### config.mk
export PLATFORM = sky130hd
export DESIGN_NAME = random_math_merge_alu
export DESIGN_NICKNAME = d
export VERILOG_FILES = /design/src/rtl/core/rmm_pkg.sv /design/src/rtl/core/random_math_merge_alu.sv
export SDC_FILE = /design/constraint.sdc
export NUM_CORES = 2
export LEC_CHECK = 0
export ABC_CLOCK_PERIOD_IN_PS = 19200
export BUFFER_PORTS_ARGS = -buffer_cell sky130_fd_sc_hd__buf_4
export CAP_MARGIN = 20
export CELL_PAD_IN_SITES_DETAIL_PLACEMENT = 1
export CELL_PAD_IN_SITES_GLOBAL_PLACEMENT = 1
export CORE_MARGIN = 8
export CORE_UTILIZATION = 50
export DETAILED_ROUTE_END_ITERATION = 10
export HOLD_SLACK_MARGIN = 0.06
export PLACE_DENSITY_LB_ADDON = 0.12
export SYNTH_ARGS = -nofsm -noshare
export SYNTH_HDL_FRONTEND = slang
export SYNTH_SLANG_ARGS = --single-unit
### constraint.sdc
create_clock -name clk -period 19.2 [get_ports clk]
set_input_delay 3.84 -clock clk [delete_from_list [all_inputs] [get_ports clk]]
set_output_delay 3.84 -clock clk [all_outputs]
set_load 0.02 [all_outputs]
### src/rtl/core/rmm_pkg.sv
// ============================================================================
// rmm_pkg: shared types and helper functions for the random math/merge ALU
// Operation codes for the math and merge selectors, plus the narrow
// arithmetic helpers (mod 11, mod 31, leading zeros, population count).
// ============================================================================
`default_nettype none

package rmm_pkg;

  // Math operation selected by math_word mod 11
  typedef enum logic [3:0] {
    MATH_ADD  = 4'd0,
    MATH_MULL = 4'd1,
    MATH_MULH = 4'd2,
    MATH_MIN  = 4'd3,
    MATH_ROTL = 4'd4,
    MATH_ROTR = 4'd5,
    MATH_AND  = 4'd6,
    MATH_OR   = 4'd7,
    MATH_XOR  = 4'd8,
    MATH_CLZ  = 4'd9,
    MATH_POPC = 4'd10
  } math_op_t;

  // Merge operation selected by merge_word mod 4
  typedef enum logic [1:0] {
    MERGE_MULADD = 2'd0,
    MERGE_XORMUL = 2'd1,
    MERGE_ROTL   = 2'd2,
    MERGE_ROTR   = 2'd3
  } merge_op_t;

  // 32-bit word mod 11: fold nibbles by 16^k mod 11, fold again, then
  // finish with a short restoring subtract.
  function automatic logic [3:0] mod11_32(input logic [31:0] x);
    logic [8:0] t;
    logic [6:0] u;
    t = 9'(x[3:0]) + 9'(x[7:4]) * 9'd5 + 9'(x[11:8]) * 9'd3
      + 9'(x[15:12]) * 9'd4 + 9'(x[19:16]) * 9'd9 + 9'(x[23:20])
      + 9'(x[27:24]) * 9'd5 + 9'(x[31:28]) * 9'd3;
    // 256 mod 11 = 3, 16 mod 11 = 5
    u = 7'(t[8]) * 7'd3 + 7'(t[7:4]) * 7'd5 + 7'(t[3:0]);
    if (u >= 7'd88) u = u - 7'd88;
    if (u >= 7'd44) u = u - 7'd44;
    if (u >= 7'd22) u = u - 7'd22;
    if (u >= 7'd11) u = u - 7'd11;
    return u[3:0];
  endfunction

  // 16-bit value mod 31: 32 mod 31 = 1, so sum the 5-bit digits
  function automatic logic [4:0] mod31_16(input logic [15:0] x);
    logic [6:0] t;
    logic [5:0] u;
    t = 7'(x[4:0]) + 7'(x[9:5]) + 7'(x[14:10]) + 7'(x[15]);
    u = 6'(t[6:5]) + 6'(t[4:0]);
    if (u >= 6'd31) u = u - 6'd31;
    return u[4:0];
  endfunction

  // Leading zero count, all-zero word counts as 32
  function automatic logic [5:0] clz32(input logic [31:0] x);
    logic [31:0] v;
    logic [5:0]  n;
    v = x;
    n = '0;
    if (x == '0) begin
      n = 6'd32;
    end else begin
      if (v[31:16] == '0) begin n = n + 6'd16; v = v << 16; end
      if (v[31:24] == '0) begin n = n + 6'd8;  v = v << 8;  end
      if (v[31:28] == '0) begin n = n + 6'd4;  v = v << 4;  end
      if (v[31:30] == '0) begin n = n + 6'd2;  v = v << 2;  end
      if (!v[31])         begin n = n + 6'd1;               end
    end
    return n;
  endfunction

  // Population count: per-nibble counts, then sum of eight nibble counts
  function automatic logic [5:0] popc32(input logic [31:0] x);
    logic [2:0] nib [8];
    logic [5:0] n;
    for (int i = 0; i < 8; i++) begin
      nib[i] = 3'(x[4*i]) + 3'(x[4*i+1]) + 3'(x[4*i+2]) + 3'(x[4*i+3]);
    end
    n = '0;
    for (int i = 0; i < 8; i++) begin
      n = n + 6'(nib[i]);
    end
    return n;
  endfunction

  // Rotates by a 5-bit amount; an amount of zero returns the word unchanged
  function automatic logic [31:0] rotl32(input logic [31:0] x, input logic [4:0] n);
    logic [63:0] w;
    w = {x, x} << n;
    return w[63:32];
  endfunction

  function automatic logic [31:0] rotr32(input logic [31:0] x, input logic [4:0] n);
    logic [63:0] w;
    w = {x, x} >> n;
    return w[31:0];
  endfunction

endpackage

`default_nettype wire

### src/rtl/core/random_math_merge_alu.sv
// ============================================================================
// random_math_merge_alu: one random-program math and merge step
// Registers: input register, then result register. Throughput: one beat
// per cycle while out_ready does not stall; the math/merge logic between
// the two registers, led by the 32x32 multiplier, sets the path.
// Reset: synchronous active-low rst_n clears both valid flags; payload
// registers are not reset.
// ============================================================================
`default_nettype none

module random_math_merge_alu (
  input  wire logic        clk,
  input  wire logic        rst_n,
  input  wire logic        in_valid,
  output logic             in_ready,
  input  wire logic        in_cmd,
  input  wire logic [31:0] in_dest_value,
  input  wire logic [31:0] in_operand_a,
  input  wire logic [31:0] in_operand_b,
  input  wire logic [31:0] in_math_word,
  input  wire logic [31:0] in_merge_word,
  output logic             out_valid,
  input  wire logic        out_ready,
  output logic [31:0]      out_merged_value,
  output logic [31:0]      out_math_value
);
  import rmm_pkg::*;

  // Input register stage
  logic        s1_valid_r;
  logic        cmd_r;
  logic [31:0] dest_r;
  logic [31:0] a_r;
  logic [31:0] b_r;
  logic [31:0] msel_r;
  logic [31:0] gsel_r;

  // Result register stage
  logic        out_valid_r;
  logic [31:0] merged_r;
  logic [31:0] math_r;

  logic        out_adv;
  logic        s1_adv;

  logic [63:0] prod;
  math_op_t    math_op;
  merge_op_t   merge_op;
  logic [4:0]  merge_rot;
  logic [31:0] math_res;
  logic [31:0] data;
  logic [31:0] merged_nxt;
  logic [31:0] dxor;

  // Stage advance: result stage frees when empty or taken downstream
  assign out_adv  = !out_valid_r || out_ready;
  assign s1_adv   = !s1_valid_r || out_adv;
  assign in_ready = s1_adv;

  // Capture input beat
  always_ff @(posedge clk) begin
    if (!rst_n) begin
      s1_valid_r <= 1'b0;
    end else if (s1_adv) begin
      s1_valid_r <= in_valid;
    end
  end

  always_ff @(posedge clk) begin
    if (s1_adv && in_valid) begin
      cmd_r  <= in_cmd;
      dest_r <= in_dest_value;
      a_r    <= in_operand_a;
      b_r    <= in_operand_b;
      msel_r <= in_math_word;
      gsel_r <= in_merge_word;
    end
  end

  // Decode selectors
  assign math_op   = math_op_t'(mod11_32(msel_r));
  assign merge_op  = merge_op_t'(gsel_r[1:0]);
  assign merge_rot = mod31_16(gsel_r[31:16]) + 5'd1;

  // Full 64-bit product, shared by low and high product ops
  assign prod = {32'd0, a_r} * {32'd0, b_r};

  // Math operation
  always_comb begin
    unique case (math_op)
      MATH_ADD:  math_res = a_r + b_r;
      MATH_MULL: math_res = prod[31:0];
      MATH_MULH: math_res = prod[63:32];
      MATH_MIN:  math_res = (a_r < b_r) ? a_r : b_r;
      MATH_ROTL: math_res = rotl32(a_r, b_r[4:0]);
      MATH_ROTR: math_res = rotr32(a_r, b_r[4:0]);
      MATH_AND:  math_res = a_r & b_r;
      MATH_OR:   math_res = a_r | b_r;
      MATH_XOR:  math_res = a_r ^ b_r;
      MATH_CLZ:  math_res = {25'd0, 7'(clz32(a_r)) + 7'(clz32(b_r))};
      MATH_POPC: math_res = {25'd0, 7'(popc32(a_r)) + 7'(popc32(b_r))};
      default:   math_res = '0;
    endcase
  end

  assign data = cmd_r ? math_res : a_r;
  assign dxor = dest_r ^ data;

  // Merge into destination; times 33 is shift-and-add
  always_comb begin
    unique case (merge_op)
      MERGE_MULADD: merged_nxt = {dest_r[26:0], 5'd0} + dest_r + data;
      MERGE_XORMUL: merged_nxt = {dxor[26:0], 5'd0} + dxor;
      MERGE_ROTL:   merged_nxt = rotl32(dest_r, merge_rot) ^ data;
      MERGE_ROTR:   merged_nxt = rotr32(dest_r, merge_rot) ^ data;
      default:      merged_nxt = '0;
    endcase
  end

  // Result register: advance when downstream takes or slot is empty
  always_ff @(posedge clk) begin
    if (!rst_n) begin
      out_valid_r <= 1'b0;
    end else if (out_adv) begin
      out_valid_r <= s1_valid_r;
    end
  end

  always_ff @(posedge clk) begin
    if (out_adv && s1_valid_r) begin
      merged_r <= merged_nxt;
      math_r   <= data;
    end
  end

  assign out_valid        = out_valid_r;
  assign out_merged_value = merged_r;
  assign out_math_value   = math_r;

  // Reset empties both stages
  a_reset_empty: assert property (@(posedge clk)
    !rst_n |=> !out_valid_r && !s1_valid_r)
    else $error("pipeline not empty after reset");

  // A held input beat always moves into the result stage when it frees
  a_s1_moves: assert property (@(posedge clk) disable iff (!rst_n)
    s1_valid_r && out_adv |=> out_valid_r)
    else $error("beat lost between stages");

  // Back-pressure only when both stages are full and output is stalled
  a_ready_low: assert property (@(posedge clk) disable iff (!rst_n)
    !in_ready |-> s1_valid_r && out_valid_r && !out_ready)
    else $error("input stalled without full pipeline");

  // Merge-only beats pass operand_a through as the math value
  a_cmd0_pass: assert property (@(posedge clk) disable iff (!rst_n)
    s1_valid_r && out_adv && !cmd_r |=> out_math_value == $past(a_r))
    else $error("math value differs from operand_a on merge-only beat");

endmodule

`default_nettype wire

* Yosys cells after proc, flatten, opt, wreduce, memory -nomap -nowiden
Index checks and enable logic that the tools add are counted.
Operators by class: shifts and indexed selects 4, equality and inequality tests 13, reduce and logical (&&, ||, !) cells 18, add/subtract/negate cells 95, bitwise logic cells 6, $lt $le $gt $ge 6, muxes and demuxes 63, $mul 8
Operators with widths (number):
- two-way mux 32 bit | 26
- case mux 32 bit (11 select lines) | 1
- two-way mux 6 bit | 28
- adder 32 bit | 4
- case mux 32 bit (4 select lines) | 1
- << shifter 64 x 5 -> 64 bit | 2
- >> shifter 64 x 5 -> 32 bit | 2
- XOR 32 bit | 4
- logical NOT 32 bit | 2
- multiplier 32 x 32 -> 64 bit | 1
- adder 2 x 1 -> 3 bit | 16
- adder 3 x 1 -> 3 bit | 16
- adder 6 x 3 -> 6 bit | 8
- adder 1 x 1 -> 2 bit | 16
- AND 32 bit | 1
- logical NOT 16 bit | 2
- < comparator 32 bit | 1
- OR 32 bit | 1
- multiplier 4 x 3 -> 7 bit, second input constant | 3
- two-way mux 7 bit | 3
- adder 9 x 6 -> 9 bit | 2
- equality test 4 x 3 -> 1 bit, second input constant | 4
- logical NOT 8 bit | 2
- two-way mux 5 bit | 3
- other kinds (44) | 64
Word-level totals: register bits after elaboration 227, logic and storage cells 223

* Longest topological paths before layout
depth after elaboration 43, gate-level depth with buffers 83, gate-level depth less buffers 79

* Worst setup path before layout
No wires, ideal clock.
path type flip-flop to flip-flop, start reg msel_r[30], end reg merged_r[24], in the netlist out_merged_value[24] (data pin), stages on the path, launching flop included 78, slack 2.024 ns, required time 18.925 ns, setup time 0.275 ns, arrival 16.900 ns, path through edfxtp_1 inv_1 fa_1 fa_1 fa_1 inv_1 fa_1 fa_1 inv_1 fa_1 inv_1 ha_1 a21oi_1 o21bai_1 a21oi_1 o21bai_1 a21oi_1 xnor2_1 [42 not listed] maj3_1 a21oi_1 o21ai_0 a21oi_1 o21ai_0 a21oi_1 o21bai_1 a21oi_1 o21bai_1 a21oi_1 o21ai_0 a31oi_1 a211oi_1 and2_1 o21ai_0 or3b_2 a31oi_1 a22oi_1
On the way: cells in the longest elaborated chain, start to end 19, elaborated cells on any way between the ends 37, classes of those cells 9 x add/sub; 3 x mul; 4 x order compare; 10 x eq/ne; 7 x mux; 3 x bitwise; 1 x reduce/logical
Ends and longest elaborated chain:
- from (decl) | line random_math_merge_alu.sv:35 | logic [31:0] msel_r;
- from (signal assigned) | line random_math_merge_alu.sv:75 | msel_r <= in_math_word;
- multiplier 4 x 2 -> 6 bit * | line rmm_pkg.sv:40 | + 9'(x[27:24]) * 9'd5 + 9'(x[31:28]) * 9'd3;
- adder 9 x 6 -> 9 bit * | line rmm_pkg.sv:40
- multiplier 4 x 3 -> 7 bit or multiplier 1 x 2 -> 3 bit (tied branches) | line rmm_pkg.sv:42 | u = 7'(t[8]) * 7'd3 + 7'(t[7:4]) * 7'd5 + 7'(t[3:0]);
- adder 3 x 7 -> 7 bit | line rmm_pkg.sv:42
- adder 7 x 4 -> 7 bit * | line rmm_pkg.sv:42
- subtractor 7 bit or >= comparator 7 bit (tied branches) | line rmm_pkg.sv:43 | if (u >= 7'd88) u = u - 7'd88;
- two-way mux 7 bit * | line rmm_pkg.sv:43
- subtractor 7 x 6 -> 7 bit or >= comparator 7 x 6 -> 1 bit (tied branches) | line rmm_pkg.sv:44 | if (u >= 7'd44) u = u - 7'd44;
- [5 not listed]
- equality test 4 bit, or another cell as far along | line random_math_merge_alu.sv:90 | unique case (math_op)
- case mux 32 bit (11 select lines) * | line random_math_merge_alu.sv:90
- two-way mux 32 bit * | line random_math_merge_alu.sv:106 | assign data = cmd_r ? math_res : a_r;
- named net data[2] | line random_math_merge_alu.sv:51 | logic [31:0] data;
- XOR 32 bit | line random_math_merge_alu.sv:107 | assign dxor = dest_r ^ data;
- adder 32 bit | line random_math_merge_alu.sv:113 | MERGE_XORMUL: merged_nxt = {dxor[26:0], 5'd0} + dxor;
- case mux 32 bit (4 select lines) * | line random_math_merge_alu.sv:111 | unique case (merge_op)
- named net merged_nxt[24] | line random_math_merge_alu.sv:52 | logic [31:0] merged_nxt;
- to (signal assigned) | line random_math_merge_alu.sv:131 | merged_r <= merged_nxt;
- to (decl) | line random_math_merge_alu.sv:40 | logic [31:0] merged_r;
Mark *: on every way through the listed nets, which the timed path passes. The rest lies on a longest branch. A chain may end at the register's enable or synchronous reset.

* Worst setup path after layout
start reg msel_r[30], end reg merged_r[30], in the netlist out_merged_value[30] (data pin)
The elaborated chain is that of the path after synthesis.

==> summary.md <==
| Metric | Value |
|---|---|
| Post-DP HPWL | 197 mm |
| TritonCTS clock tree | done |
| Routability cong. | 1.07 |
| Reg2reg end | out_merged_value[30] |
| Post-synth cell types | 100 |
| Row Count | 127 |
| Post-layout nets | 8633 |
| CTS Root Cell | clkbuf_16 |
| Seq/Total Area, Yosys | a little over a tenth |
| R2r setup slk | 1060 ps |
| Critical path endpoint category | flip-flop |
| Fraction of registers with async set/reset | 0% |
| First-pass GRT wire length | 378 mm |
| Final setup fails | 0 |
| Hold Crit Depth | 1 |
| Routed WL | 256 mm |
| I/O pin total | approximately 230 |
| Reg area | about 6400 sq um |
| Max Fclk | 0.0551 GHz |
| Delay-heaviest family, CP | adder cells |
| Total Routing Usage GR | between 30% and 40% |
| Max-slew violation count | 0 |
| Clock buffer depth | 3 |
| Critical path buffers and inverters | 12 |
| Antenna violations before repair | 9 |
| Count leader, synth | inv_1 |
| CP Class | flip-flop to flip-flop |
| Synth top cells by count | inv_1 (1278), fa_1 (1034), nand2_1 (930) |
| Die W | 363 um |
| Headroom to the max-slew limit | between 20 and 25% |
| Yosys top cell area share | 34.4% |
| Arr. time, crit path | 18490 ps |
| Post-place instance area | 64100 sq um |
| TritonCTS Buffers | 28 |
| CP max stage delay | 560 ps |
| Die Height | 363 um |
| # DRC | 0 |
| Core area | between 100000 and 150000 sq um |
| Final ANT Viol Nets | 0 |
| Status | completed |
| Number of synthesized flops with an enable pin | 211 |
| Main synth FF type | edfxtp_1 |
| Port Buffers | 216 |
| Minimum clock period | 18140 ps |
| # fillers | 14000 |
| Initial Utilization | 50.3% |
| First-pass iteration count of the detailed router | 6 |
| Number of max-cap violations | 0 |
| Area of the multi-input gates | 47600 sq um |
| Reg2Reg Depth | between 70 and 80 |
| Via count | roughly 53000 |
| H-tree Lvls | 1 |
| Gr ovfl total | 0 |
| Fin Clk Skew | between 30 and 40 ps |
| Vias in the first global route | approximately 57000 |
| Synth Instances | 6841 |
| DIE AREA | 132000 sq um |
| Final Hold Viols | 0 |
| Worst-margin pin slew | 1170 ps |
| Synth area leaders | fa_1 (34%), edfxtp_1 (11%), ha_1 (10%) |
| Final Cell Area | 65200 sq um |
| Final Cycle Share | 94.5% |
| Worst setup SP type | flip-flop |
| First DRT Iteration DRCs | 4872 |
| Net Count, Synth | 8542 |
| Via-per-instance ratio | 6.20 |
| Max FO, Critical Path | 14 |
| Worst EP required | 19550 ps |
| Hold_sp | s1_valid_r |
| Yosys reg bits | ~210 |
| CTS sink cnt | 213 |
| Synthesized area per cell | just under 9 sq um |
| Share of cells above drive strength 1 | 9.87% |
| Clk_lat worst skew | around 640 ps |
| Worst Hold Endpoint | out_valid |
| Post-DR wirelength/cell | 29.8 um |
| Cell accounting for the most synthesized area | fa_1 |
| Mapped cell area | 60200 sq um |
| Worst hold-check path type | flip-flop to flip-flop |
| Highest-delay cell along the critical path | nor4_1 |
| Area grow syn2layout | 8.36% |
| Worst-path clk slew | approximately 60 ps |
| Largest net degree at the start of global routing | 90 |
| Stages on worst setup path | 71 |
| FF-to-FF Start | msel_r[30] |
| Synth Warn # | 0 |
-- sequential cells by signal, indices dropped and copies added (netlist names) --
signal / flops
a_r: 32
b_r: 32
dest_r: 32
msel_r: 32
out_math_value: 32
out_merged_value: 32
gsel_r: 18
cmd_r: 1
out_valid: 1
s1_valid_r: 1
-- logic make-up (layout without fill, tap and decap cells) --
logic type                 count (synthesis)  after routing  synth area share (%)
other                                      0              5                     0
adders and majority gates               1539           1539                  44.9
muxes                                    320            320                  7.32
xor gates and xnor gates                 198            198                  2.88
DFF                                      213            213                  10.6
and+or+nand+nor                         1911           1911                  13.2
AOI/OAI and AO/OA                        977            977                  10.6
buffers and inverters                   1683           1795                  10.5
-- worst max path at each step --
stage,slack [ps],startpoint,endpoint
after global routing,-40,msel_r[30],out_merged_value[24]
after CTS,230,msel_r[30],out_merged_value[30]
after floorplan,2020,msel_r[30],out_merged_value[24]
after detailed placement,310,msel_r[30],out_merged_value[30]
final,1060,msel_r[30],out_merged_value[30]
after global placement,780,msel_r[30],out_merged_value[29]
-- layout make-up --
type	instances	share of cell area [%]
Sequential cell	213	9.78
Multi-Input combinational cell	4945	73.1
Clock inverter	19	0.361
Timing Repair Buffer	443	5.10
Clock buffer	32	1.10
Antenna cell	5	0.0192
Tap cell	1612	3.09
Inverter	1301	7.49
-- cells in the final DEF, fill, tap and decap left out, types with 22 or more instances in the layout --
cell | netlist | layout
mux4_2 | 92 | 92
o221ai_1 | 22 | 22
clkbuf_16 | 0 | 28
a21o_1 | 67 | 67
inv_1 | 1278 | 1273
mux2i_1 | 195 | 195
xor2_1 | 65 | 63
o21bai_1 | 39 | 39
xnor2_1 | 133 | 127
buf_4 | 0 | 443
nor2b_1 | 32 | 31
o21ai_0 | 187 | 186
nand3_1 | 62 | 62
o21a_1 | 40 | 39
nor2_1 | 647 | 643
o22ai_1 | 42 | 42
ha_1 | 502 | 500
a21oi_1 | 276 | 274
mux2_2 | 31 | 31
a211oi_1 | 54 | 53
nor3_1 | 68 | 68
a31oi_1 | 58 | 57
fa_1 | 1034 | 1034
edfxtp_1 | 211 | 211
nand2_1 | 930 | 929
-- routing by layer --
layer  global-route usage, %  routed length, um
met4                    22.3              18500
met2                    60.9             115000
met3                    8.73              25300
met1                    49.2              96800
met5                       0                 21
-- stage by stage --
stage          hold slack, ps  util (%)  setup TNS [ps]  cells  setup slack, ps
4_1_cts                   554      54.4               0   8564              229
5_1_grt                   577      54.5           -36.0   8565            -36.0
3_3_place_gp              514      53.6               0   8513              777
3_5_place_dp              534      53.6               0   8513              306
2_1_floorplan             477         -               0   6841             2020
6_report                  561      54.5               0   8570             1060
-- worst reg2reg max path, delay by kind of cell (launching register included) --
kind	cells	cell delay, ps
buffers and inverters	12	1350
DFF	1	420
and+or+nand+nor	7	1910
adders and majority gates	16	6570
muxes	2	690
xor gates and xnor gates	4	640
AOI/OAI and AO/OA	30	6290
-- timing repair --
action	in CTS	in global routing
hold buffers	0	0
setup buffers	0	1
resized for setup	0	20
endpoints found under the setup margin	0	18
Power is left out: the tool's default activity adds up to more than one toggle a clock period on the data nets, which glitch-free logic cannot reach.
